==> src/hdl/framed_key_value_tokenizer_macros.svh <==
// Assertion macros for the tokenizer RTL, used by the output side (ftk_back).
// Each macro takes a label, clock, active-low reset, the two terms and a message.
`ifndef FRAMED_KEY_VALUE_TOKENIZER_MACROS_SVH
`define FRAMED_KEY_VALUE_TOKENIZER_MACROS_SVH

// Same-cycle implication, disabled while in reset
`define FTK_ASSERT_SAME(label, clk, rst_n, ante, cons, msg) \
    label: assert property (@(posedge clk) disable iff (!rst_n) (ante) |-> (cons)) \
        else $error(msg);

// Next-cycle implication, disabled while in reset
`define FTK_ASSERT_NEXT(label, clk, rst_n, ante, cons, msg) \
    label: assert property (@(posedge clk) disable iff (!rst_n) (ante) |=> (cons)) \
        else $error(msg);

`endif

==> src/hdl/ftk_pkg.sv <==
// Shared types and constants of the key/value tokenizer.
// No dependencies; used by every module of the block.
package ftk_pkg;

    // Default number of result bundles held between parser and output
    localparam int unsigned QUEUE_DEPTH = 4;

    // Configuration register indexes
    typedef enum logic [2:0] {
        REG_IGNORE_A  = 3'd0,
        REG_IGNORE_B  = 3'd1,
        REG_IGNORE_C  = 3'd2,
        REG_IGNORE_D  = 3'd3,
        REG_OPEN      = 3'd4,
        REG_CLOSE     = 3'd5,
        REG_KEY_DIV   = 3'd6,
        REG_PAIR_DIV  = 3'd7
    } reg_index_t;

    // Reset values of the configuration registers
    localparam logic [7:0] RST_IGNORE_A = 8'd32;
    localparam logic [7:0] RST_IGNORE_B = 8'd9;
    localparam logic [7:0] RST_IGNORE_C = 8'd13;
    localparam logic [7:0] RST_IGNORE_D = 8'd10;
    localparam logic [7:0] RST_OPEN     = 8'd60;
    localparam logic [7:0] RST_CLOSE    = 8'd62;
    localparam logic [7:0] RST_KEY_DIV  = 8'd58;
    localparam logic [7:0] RST_PAIR_DIV = 8'd44;

    // Result kinds
    typedef enum logic [2:0] {
        KIND_KEY  = 3'd0,
        KIND_VAL  = 3'd1,
        KIND_PAIR = 3'd2,
        KIND_ERR  = 3'd3,
        KIND_END  = 3'd4
    } kind_t;

    // Parser phases
    typedef enum logic [2:0] {
        PH_SKIP      = 3'd0,
        PH_KEY       = 3'd1,
        PH_WANT_KDIV = 3'd2,
        PH_VAL_START = 3'd3,
        PH_VAL       = 3'd4,
        PH_WANT_PDIV = 3'd5,
        PH_ERROR     = 3'd6
    } phase_t;

    // Results caused by one input byte: an optional own result and an
    // optional buffer-end marker behind it
    typedef struct packed {
        logic       has_main;
        kind_t      main_kind;
        logic [7:0] main_byte;
        logic       has_end;
    } bundle_t;

    // Queue status seen by both sides
    typedef struct packed {
        logic full;
        logic empty;
    } q_status_t;

endpackage

==> src/hdl/ftk_front.sv <==
// Front end of the tokenizer: configuration registers and the parser state machine.
// Classifies each accepted byte into a result bundle. Depends on ftk_pkg.
module ftk_front
(
    input  logic                clk,
    input  logic                rst_n,
    input  logic                cfg_write,
    input  logic [2:0]          cfg_index,
    input  logic [7:0]          cfg_data,
    input  logic                in_valid,
    input  logic [7:0]          in_byte,
    input  logic                in_end,
    input  ftk_pkg::q_status_t  q_status,
    output logic                push,
    output ftk_pkg::bundle_t    push_bundle
);

    logic [7:0] ignore_a_reg;
    logic [7:0] ignore_b_reg;
    logic [7:0] ignore_c_reg;
    logic [7:0] ignore_d_reg;
    logic [7:0] open_reg;
    logic [7:0] close_reg;
    logic [7:0] key_div_reg;
    logic [7:0] pair_div_reg;

    ftk_pkg::phase_t  phase_reg;
    ftk_pkg::phase_t  phase_next;
    logic [7:0]       value_close_reg;
    logic [7:0]       value_close_next;

    logic             accept;
    logic             ignored;
    logic [7:0]       key_close;
    ftk_pkg::bundle_t bundle;

    // Write configuration registers
    always_ff @(posedge clk or negedge rst_n)
    begin
        if (!rst_n)
        begin
            ignore_a_reg <= ftk_pkg::RST_IGNORE_A;
            ignore_b_reg <= ftk_pkg::RST_IGNORE_B;
            ignore_c_reg <= ftk_pkg::RST_IGNORE_C;
            ignore_d_reg <= ftk_pkg::RST_IGNORE_D;
            open_reg     <= ftk_pkg::RST_OPEN;
            close_reg    <= ftk_pkg::RST_CLOSE;
            key_div_reg  <= ftk_pkg::RST_KEY_DIV;
            pair_div_reg <= ftk_pkg::RST_PAIR_DIV;
        end
        else if (cfg_write)
        begin
            case (ftk_pkg::reg_index_t'(cfg_index))
                ftk_pkg::REG_IGNORE_A: ignore_a_reg <= cfg_data;
                ftk_pkg::REG_IGNORE_B: ignore_b_reg <= cfg_data;
                ftk_pkg::REG_IGNORE_C: ignore_c_reg <= cfg_data;
                ftk_pkg::REG_IGNORE_D: ignore_d_reg <= cfg_data;
                ftk_pkg::REG_OPEN:     open_reg     <= cfg_data;
                ftk_pkg::REG_CLOSE:    close_reg    <= cfg_data;
                ftk_pkg::REG_KEY_DIV:  key_div_reg  <= cfg_data;
                ftk_pkg::REG_PAIR_DIV: pair_div_reg <= cfg_data;
                default:               ;
            endcase
        end
    end

    // Take a byte whenever the queue has room
    assign accept = in_valid && !q_status.full;

    // Match against the enabled ignore characters
    assign ignored = (ignore_a_reg != 8'd0 && in_byte == ignore_a_reg) ||
                     (ignore_b_reg != 8'd0 && in_byte == ignore_b_reg) ||
                     (ignore_c_reg != 8'd0 && in_byte == ignore_c_reg) ||
                     (ignore_d_reg != 8'd0 && in_byte == ignore_d_reg);

    // The key ends at the close frame, or at the key divider when unframed
    assign key_close = (close_reg != 8'd0) ? close_reg : key_div_reg;

    // Advance the parser and build the result bundle
    always_comb
    begin
        phase_next       = phase_reg;
        value_close_next = value_close_reg;
        bundle           = '{has_main: 1'b0, main_kind: ftk_pkg::KIND_KEY,
                             main_byte: 8'd0, has_end: 1'b0};
        case (phase_reg)
            ftk_pkg::PH_SKIP:
            begin
                if (!ignored)
                begin
                    if (open_reg != 8'd0)
                    begin
                        if (in_byte == open_reg)
                        begin
                            phase_next = ftk_pkg::PH_KEY;
                        end
                        else
                        begin
                            bundle.has_main  = 1'b1;
                            bundle.main_kind = ftk_pkg::KIND_ERR;
                            phase_next       = ftk_pkg::PH_ERROR;
                        end
                    end
                    else if (in_byte == key_close)
                    begin
                        phase_next = (key_close != key_div_reg) ? ftk_pkg::PH_WANT_KDIV
                                                                : ftk_pkg::PH_VAL_START;
                    end
                    else
                    begin
                        bundle.has_main  = 1'b1;
                        bundle.main_byte = in_byte;
                        phase_next       = ftk_pkg::PH_KEY;
                    end
                end
            end
            ftk_pkg::PH_KEY:
            begin
                if (in_byte == key_close)
                begin
                    phase_next = (key_close != key_div_reg) ? ftk_pkg::PH_WANT_KDIV
                                                            : ftk_pkg::PH_VAL_START;
                end
                else
                begin
                    bundle.has_main  = 1'b1;
                    bundle.main_byte = in_byte;
                end
            end
            ftk_pkg::PH_WANT_KDIV:
            begin
                if (in_byte == key_div_reg)
                begin
                    phase_next = ftk_pkg::PH_VAL_START;
                end
                else
                begin
                    bundle.has_main  = 1'b1;
                    bundle.main_kind = ftk_pkg::KIND_ERR;
                    phase_next       = ftk_pkg::PH_ERROR;
                end
            end
            ftk_pkg::PH_VAL_START:
            begin
                phase_next = ftk_pkg::PH_VAL;
                if (open_reg != 8'd0 && in_byte == open_reg)
                begin
                    value_close_next = (close_reg != 8'd0) ? close_reg : pair_div_reg;
                end
                else
                begin
                    // Unframed value: the pair divider closes it, this byte may already
                    value_close_next = pair_div_reg;
                    bundle.has_main  = 1'b1;
                    if (in_byte == pair_div_reg)
                    begin
                        bundle.main_kind = ftk_pkg::KIND_PAIR;
                        phase_next       = ftk_pkg::PH_SKIP;
                    end
                    else
                    begin
                        bundle.main_kind = ftk_pkg::KIND_VAL;
                        bundle.main_byte = in_byte;
                    end
                end
            end
            ftk_pkg::PH_VAL:
            begin
                bundle.has_main = 1'b1;
                if (in_byte == value_close_reg)
                begin
                    bundle.main_kind = ftk_pkg::KIND_PAIR;
                    phase_next = (value_close_reg != pair_div_reg) ? ftk_pkg::PH_WANT_PDIV
                                                                   : ftk_pkg::PH_SKIP;
                end
                else
                begin
                    bundle.main_kind = ftk_pkg::KIND_VAL;
                    bundle.main_byte = in_byte;
                end
            end
            ftk_pkg::PH_WANT_PDIV:
            begin
                if (in_byte == pair_div_reg)
                begin
                    phase_next = ftk_pkg::PH_SKIP;
                end
                else
                begin
                    bundle.has_main  = 1'b1;
                    bundle.main_kind = ftk_pkg::KIND_ERR;
                    phase_next       = ftk_pkg::PH_ERROR;
                end
            end
            default:
            begin
                // Error phase and unused codes: drop the byte
                phase_next = phase_reg;
            end
        endcase

        // Buffer end: append the marker and drop any unfinished pair
        if (in_end)
        begin
            bundle.has_end   = 1'b1;
            phase_next       = ftk_pkg::PH_SKIP;
            value_close_next = 8'd0;
        end
    end

    // Hold parser state between accepted bytes
    always_ff @(posedge clk or negedge rst_n)
    begin
        if (!rst_n)
        begin
            phase_reg       <= ftk_pkg::PH_SKIP;
            value_close_reg <= 8'd0;
        end
        else if (accept)
        begin
            phase_reg       <= phase_next;
            value_close_reg <= value_close_next;
        end
    end

    // Queue only bytes that cause a result
    assign push        = accept && (bundle.has_main || bundle.has_end);
    assign push_bundle = bundle;

endmodule

==> src/hdl/ftk_queue.sv <==
// Short queue of result bundles between the parser and the output side.
// Flip-flop storage read at the head pointer. Depends on ftk_pkg.
module ftk_queue
#(
    parameter int unsigned DEPTH = ftk_pkg::QUEUE_DEPTH
)
(
    input  logic               clk,
    input  logic               rst_n,
    input  logic               push,
    input  ftk_pkg::bundle_t   push_bundle,
    input  logic               pop,
    output ftk_pkg::bundle_t   head_bundle,
    output ftk_pkg::q_status_t q_status
);

    localparam int unsigned PTR_W = (DEPTH > 1) ? $clog2(DEPTH) : 1;
    localparam int unsigned CNT_W = $clog2(DEPTH + 1);
    localparam logic [PTR_W-1:0] PTR_LAST = PTR_W'(DEPTH - 1);
    localparam logic [CNT_W-1:0] CNT_FULL = CNT_W'(DEPTH);

    ftk_pkg::bundle_t entry_reg [DEPTH];
    logic [PTR_W-1:0] wr_ptr_reg;
    logic [PTR_W-1:0] wr_ptr_next;
    logic [PTR_W-1:0] rd_ptr_reg;
    logic [PTR_W-1:0] rd_ptr_next;
    logic [CNT_W-1:0] count_reg;
    logic [CNT_W-1:0] count_next;

    // Advance pointers and occupancy
    always_comb
    begin
        wr_ptr_next = wr_ptr_reg;
        rd_ptr_next = rd_ptr_reg;
        count_next  = count_reg;
        if (push)
        begin
            wr_ptr_next = (wr_ptr_reg == PTR_LAST) ? '0 : wr_ptr_reg + 1'b1;
        end
        if (pop)
        begin
            rd_ptr_next = (rd_ptr_reg == PTR_LAST) ? '0 : rd_ptr_reg + 1'b1;
        end
        case ({push, pop})
            2'b10:   count_next = count_reg + 1'b1;
            2'b01:   count_next = count_reg - 1'b1;
            default: count_next = count_reg;
        endcase
    end

    always_ff @(posedge clk or negedge rst_n)
    begin
        if (!rst_n)
        begin
            wr_ptr_reg <= '0;
            rd_ptr_reg <= '0;
            count_reg  <= '0;
        end
        else
        begin
            wr_ptr_reg <= wr_ptr_next;
            rd_ptr_reg <= rd_ptr_next;
            count_reg  <= count_next;
        end
    end

    // Store the incoming bundle
    always_ff @(posedge clk)
    begin
        if (push)
        begin
            entry_reg[wr_ptr_reg] <= push_bundle;
        end
    end

    assign head_bundle    = entry_reg[rd_ptr_reg];
    assign q_status.full  = (count_reg == CNT_FULL);
    assign q_status.empty = (count_reg == '0);

endmodule

==> src/hdl/ftk_back.sv <==
// Output side of the tokenizer: unpacks queued bundles into single results.
// Drives the registered output channel. Depends on ftk_pkg and the macro header.
`include "framed_key_value_tokenizer_macros.svh"

module ftk_back
(
    input  logic               clk,
    input  logic               rst_n,
    input  ftk_pkg::bundle_t   head_bundle,
    input  ftk_pkg::q_status_t q_status,
    output logic               pop,
    output logic               out_valid,
    input  logic               out_stall,
    output logic [2:0]         out_kind,
    output logic [7:0]         out_byte,
    output logic               out_last
);

    logic            out_valid_reg;
    logic            out_valid_next;
    ftk_pkg::kind_t  out_kind_reg;
    ftk_pkg::kind_t  out_kind_next;
    logic [7:0]      out_byte_reg;
    logic [7:0]      out_byte_next;
    logic            out_last_reg;
    logic            out_last_next;
    logic            pending_end_reg;
    logic            pending_end_next;
    logic            load;

    // The output register can take a new result when empty or being taken
    assign load = !out_valid_reg || !out_stall;

    // Pick the next result: a pending end marker first, then the queue head
    always_comb
    begin
        out_valid_next   = out_valid_reg;
        out_kind_next    = out_kind_reg;
        out_byte_next    = out_byte_reg;
        out_last_next    = out_last_reg;
        pending_end_next = pending_end_reg;
        pop              = 1'b0;
        if (load)
        begin
            if (pending_end_reg)
            begin
                out_valid_next   = 1'b1;
                out_kind_next    = ftk_pkg::KIND_END;
                out_byte_next    = 8'd0;
                out_last_next    = 1'b1;
                pending_end_next = 1'b0;
            end
            else if (!q_status.empty)
            begin
                pop            = 1'b1;
                out_valid_next = 1'b1;
                if (head_bundle.has_main)
                begin
                    out_kind_next    = head_bundle.main_kind;
                    out_byte_next    = head_bundle.main_byte;
                    out_last_next    = !head_bundle.has_end;
                    pending_end_next = head_bundle.has_end;
                end
                else
                begin
                    out_kind_next = ftk_pkg::KIND_END;
                    out_byte_next = 8'd0;
                    out_last_next = 1'b1;
                end
            end
            else
            begin
                out_valid_next = 1'b0;
            end
        end
    end

    // Control state
    always_ff @(posedge clk or negedge rst_n)
    begin
        if (!rst_n)
        begin
            out_valid_reg   <= 1'b0;
            pending_end_reg <= 1'b0;
        end
        else
        begin
            out_valid_reg   <= out_valid_next;
            pending_end_reg <= pending_end_next;
        end
    end

    // Output payload
    always_ff @(posedge clk)
    begin
        out_kind_reg <= out_kind_next;
        out_byte_reg <= out_byte_next;
        out_last_reg <= out_last_next;
    end

    assign out_valid = out_valid_reg;
    assign out_kind  = out_kind_reg;
    assign out_byte  = out_byte_reg;
    assign out_last  = out_last_reg;

    // A pending end marker always sits behind a shown, non-final result
    `FTK_ASSERT_SAME(a_pending_shown, clk, rst_n, pending_end_reg, out_valid_reg && !out_last_reg, "pending end without a shown result")

    // A shown result that is not final always has its end marker pending
    `FTK_ASSERT_SAME(a_nonlast_pending, clk, rst_n, out_valid_reg && !out_last_reg, pending_end_reg, "non-final result without pending end")

    // Taking a result with an end pending shows the end marker next
    `FTK_ASSERT_NEXT(a_end_follows, clk, rst_n, out_valid_reg && !out_stall && pending_end_reg, out_valid_reg && out_kind_reg == ftk_pkg::KIND_END && out_last_reg, "end marker did not follow")

    // Never pop while the output is stalled and full
    `FTK_ASSERT_SAME(a_pop_load, clk, rst_n, pop, load && !q_status.empty && !pending_end_reg, "pop without room")

endmodule

==> src/hdl/framed_key_value_tokenizer.sv <==
// Key/value tokenizer for a framed byte stream. The block accepts one byte per clock
// cycle as long as its result queue has room, and delivers one result per cycle while
// out_stall is low; a byte that causes two results (its own result and the buffer-end
// marker) delivers them in turn, bytes that cause no result deliver none, so sustained
// input rate is one byte per cycle whenever results average no more than one per byte.
// A byte's results pass through the queue and then the output register. A queue of
// QUEUE_DEPTH bundles between the parser and the output register absorbs output stalls;
// in_stall rises only when that queue is full. Configuration writes take effect at once
// and must be made while the block is idle. No clearing pass follows reset.
module framed_key_value_tokenizer
#(
    parameter int unsigned QUEUE_DEPTH = ftk_pkg::QUEUE_DEPTH
)
(
    input  logic       clk,
    input  logic       rst_n,
    input  logic       cfg_write,
    input  logic [2:0] cfg_index,
    input  logic [7:0] cfg_data,
    input  logic       in_valid,
    output logic       in_stall,
    input  logic [7:0] in_byte,
    input  logic       in_end,
    output logic       out_valid,
    input  logic       out_stall,
    output logic [2:0] out_kind,
    output logic [7:0] out_byte,
    output logic       out_last
);

    logic               push;
    logic               pop;
    ftk_pkg::bundle_t   push_bundle;
    ftk_pkg::bundle_t   head_bundle;
    ftk_pkg::q_status_t q_status;

    // Parser
    ftk_front u_front
    (
        .clk         (clk),
        .rst_n       (rst_n),
        .cfg_write   (cfg_write),
        .cfg_index   (cfg_index),
        .cfg_data    (cfg_data),
        .in_valid    (in_valid),
        .in_byte     (in_byte),
        .in_end      (in_end),
        .q_status    (q_status),
        .push        (push),
        .push_bundle (push_bundle)
    );

    // Result queue
    ftk_queue #(.DEPTH(QUEUE_DEPTH)) u_queue
    (
        .clk         (clk),
        .rst_n       (rst_n),
        .push        (push),
        .push_bundle (push_bundle),
        .pop         (pop),
        .head_bundle (head_bundle),
        .q_status    (q_status)
    );

    // Output side
    ftk_back u_back
    (
        .clk         (clk),
        .rst_n       (rst_n),
        .head_bundle (head_bundle),
        .q_status    (q_status),
        .pop         (pop),
        .out_valid   (out_valid),
        .out_stall   (out_stall),
        .out_kind    (out_kind),
        .out_byte    (out_byte),
        .out_last    (out_last)
    );

    assign in_stall = q_status.full;

endmodule

==> config.mk <==
export PLATFORM = sky130hd
export DESIGN_NAME = framed_key_value_tokenizer
export DESIGN_NICKNAME = d
export VERILOG_FILES = /design/src/hdl/ftk_pkg.sv /design/src/hdl/ftk_front.sv /design/src/hdl/ftk_queue.sv /design/src/hdl/ftk_back.sv /design/src/hdl/framed_key_value_tokenizer.sv
export VERILOG_INCLUDE_DIRS = /design/src /design/src/hdl
export SDC_FILE = /design/constraint.sdc
export NUM_CORES = 1
export LEC_CHECK = 0
export BUFFER_PORTS_ARGS = -buffer_cell sky130_fd_sc_hd__buf_2
export CAP_MARGIN = 40
export CORE_UTILIZATION = 43
export DETAILED_ROUTE_END_ITERATION = 10
export MAX_ROUTING_LAYER = met4
export PLACE_DENSITY = 0.68
export REMOVE_ABC_BUFFERS = 1
export SLEW_MARGIN = 20
export SYNTH_ARGS = -nofsm -noshare
export SYNTH_HDL_FRONTEND = slang
export SYNTH_SLANG_ARGS = --single-unit
==> constraint.sdc <==
create_clock -name clk -period 7.04 [get_ports clk]
set_input_delay 1.056 -clock clk [delete_from_list [all_inputs] [get_ports clk]]
set_output_delay 1.056 -clock clk [all_outputs]
set_load 0.02 [all_outputs]
==> key figures <==
Status
  • Status: completed

Global routing
  • M2 GR Usage: approximately 35%
  • First-pass GRT wire length: around 27 mm
  • Largest net degree at the start of global routing: 55
  • Met3 usage: 4.40%
  • Initial antenna violation count: 0
  • Top Usage Layer GRT: met2
  • Overflow after GRT: 0
  • Number of global-route vias before repair: about 5000
  • GRT Overall Usage: between 20% and 30%
  • Met1 Resource Use GR: between 20 and 30%

Run
  • Total of max-cap violations: 0

Floorplanning
  • Die Ht: 132 um
  • Core area: between 0.015 and 0.02 mm2
  • IO Count: 39
  • Cell Rows: between 40 and 50
  • Initial Utilization: around 44%
  • Die Wd: approximately 130 um
  • Die Area: approximately 0.017 mm2

Synth
  • Ys async rst share: roughly three fifths
  • Largest area contributor in the netlist: edfxtp_1
  • Syn avg cell area: approximately 13 um2
  • Synth Warn #: 0
  • Synth area leaders: edfxtp_1 (25%), dfrtp_1 (21%), mux2_2 (10%), dfstp_2 (8.7%), xor2_1 (4.8%)
  • List of most frequent post-synthesis cells: mux2_2 (64), dfrtp_1 (60), edfxtp_1 (60), xor2_1 (40), xnor2_1 (39)
  • Mapped Cells: approximately 560
  • #FFs+latches synth: 144
  • Yosys top cell area share: about a quarter
  • Synth unique cells: 52
  • Post-synth top flop: edfxtp_1
  • Post-synth EDFFs: 60
  • Most frequent cell after synthesis: mux2_2
  • Post-synthesis sequential area ratio: approximately 54%
  • Cell Area, Synth: 0.00723 mm2

Timing
  • Crit path setup slack, layout: between 3 and 4 ns
  • Fin Setup TNS: 0 ns
  • Max Fclk: 253 MHz
  • Actual slew at the worst max-slew pin: a little under 0.7 ns
  • Final Hold Vio Count: 0
  • Final Skew: 0.0109 ns
  • Final setup violating endpoints: 0
  • Final period util: 56.0%
  • Pins Over Slew Limit: 0
  • RSZ-0062 raised after global routing: no
  • Slew headroom: 54.5%
  • Final min period: 3.95 ns

Clocking
  • Clock sinks: around 140
  • Postcts setup bufs: 0
  • Num CTS Buffers: 17
  • Clk_lat worst skew: approximately 0.43 ns
  • Hold buffer count at cts: 0
  • TritonCTS clock tree: built
  • H-tree Lvls: 4
  • CTS-repair resized insts: 0
  • CTS root buf: clkbuf_16
  • Max Buffers Root-to-Sink: 2
  • Clock slew at reported path FFs: about 0.06 ns

Route
  • Via density: around 5.8
  • First DRT Iteration DRCs: around 340
  • Drc violations: 0
  • Mean routed wirelength per cell: between 20 and 25 um
  • TritonRoute pass-1 iters: 5
  • Vias: between 4000 and 5000
  • Antenna viol nets, final: 0
  • Aggregate routed wire length: around 17 mm

Final layout
  • # nets final: about 640
  • Max reg flops: 48
  • N_diodes: 0
  • Share of layout cells above drive strength 1: between 30% and 40%
  • Layout area overhead: 15.1%

Placed design
  • GPL Wtd Cong: 0.904
  • IO buf count: 38
  • Final HPWL DP: between 10 and 15 mm
  • Place WS: 2.33 ns

Power
  • Power density over the cells: about 400 mW/mm2
  • Worst VDD drop: 0.227 mV
  • Leak pwr: about 3.2 nW

Worst setup path
  • Reg2reg path depth: 14
  • Worst Setup Start Kind: flip-flop
  • Worst reg2reg setup slack: between 3 and 4 ns
  • Reg2reg start: u_front.close_reg[0]
  • Data required, critical path: 7.38 ns
  • Arr. time, crit path: 4.29 ns
  • CP Capture Type: flip-flop
  • RR Endpoint: u_queue.count_reg[2]
  • Critical Path Fanout Max: 7
  • WS Path Type: flip-flop to flip-flop

Min path
  • Worst Hold Class: input port to asynchronous set/reset pin
[cells in the final DEF, fill, tap and decap left out, drive strengths merged, types with 3 or more instances in the layout]
master	count
nor3b	3
nand2b	4
nor2b	17
inv	22
nor3	11
o22ai	6
o31ai	3
bufinv	4
xnor2	39
nor2	25
a22oi	5
nand4b	3
a22o	16
nand2	21
a21oi	16
edfxtp	60
a41oi	8
dfrtp	60
nand4	11
clkbuf	18
buf	46
xor2	40
mux2	66
nand3	3
ha	6
nor4	20
and2	7
clkinv	7
dfstp	24
o21ai	11
mux4	12
[metal layers]
layer	vias up	part of all wire [%]
met2	174	50
met3	40	4.6
li1	2168	-
met5	-	0
met4	0	3.7
met1	2450	42
[worst max-delay path: stages, from the launching register on]
cell	delay [ns]
dfrtp_1	0.44
nor4_2	0.52
a41oi_1	0.29
xnor2_1	0.21
nor4_2	0.43
nand2_1	0.16
o221a_1	0.33
o31a_4	0.33
inv_1	0.07
ha_1	0.17
inv_1	0.07
fa_1	0.42
xor2_1	0.15
nor2_1	0.11
xor2_1	0.16
[logic make-up after synthesis]
kind of cell	share of synthesized area, %
AO/OA/AOI/OAI	8.34
XOR/XNOR	9.57
adder cells (fa/ha/maj)	1.32
buffers and inverters	2.35
flip-flops	54.4
multiplexers	14.3
AND/OR/NAND/NOR	9.76
[power breakdown]
part	switching, mW	leakage (nW)	total [mW]	internal, mW
registers	0.224	1.54	1.42	1.20
clock network	0.348	0.304	0.949	0.601
logic	0.505	1.36	0.960	0.455
total	1.08	3.21	3.33	2.26
[area by class of cell]
class,count,area [um2]
fill,1426,8200
sequential,144,3930
multi-input combinational,376,3130
clock buffer,18,439
tap,220,275
timing repair buffer,46,273
clock inverter,14,189
inverter,21,78.8
[worst max path at each step]
stage               cells after the start                   end                  from
floorplan                              14  u_queue.count_reg[2]            in_byte[4]
global placement                       15  u_queue.count_reg[2]            in_byte[4]
detailed placement                     15  u_queue.count_reg[2]            in_byte[4]
CTS                                    15  u_queue.count_reg[2]            in_byte[4]
global route                           14  u_queue.count_reg[2]  u_front.close_reg[0]
finish                                 14  u_queue.count_reg[2]  u_front.close_reg[0]
[stage by stage]
step	instances	hold slack, ns	instance area, um2	util, %	power [mW]
2_1_floorplan	541	0.477	7140	-	2.08
3_3_place_gp	800	0.501	7610	46.1	2.33
3_5_place_dp	806	0.523	7680	46.5	2.40
4_1_cts	838	0.411	8310	50.3	3.36
5_1_grt	839	0.407	8320	50.4	3.52
6_report	839	0.424	8320	50.4	3.33
No activity file was read; power rests on OpenSTA's default activity.
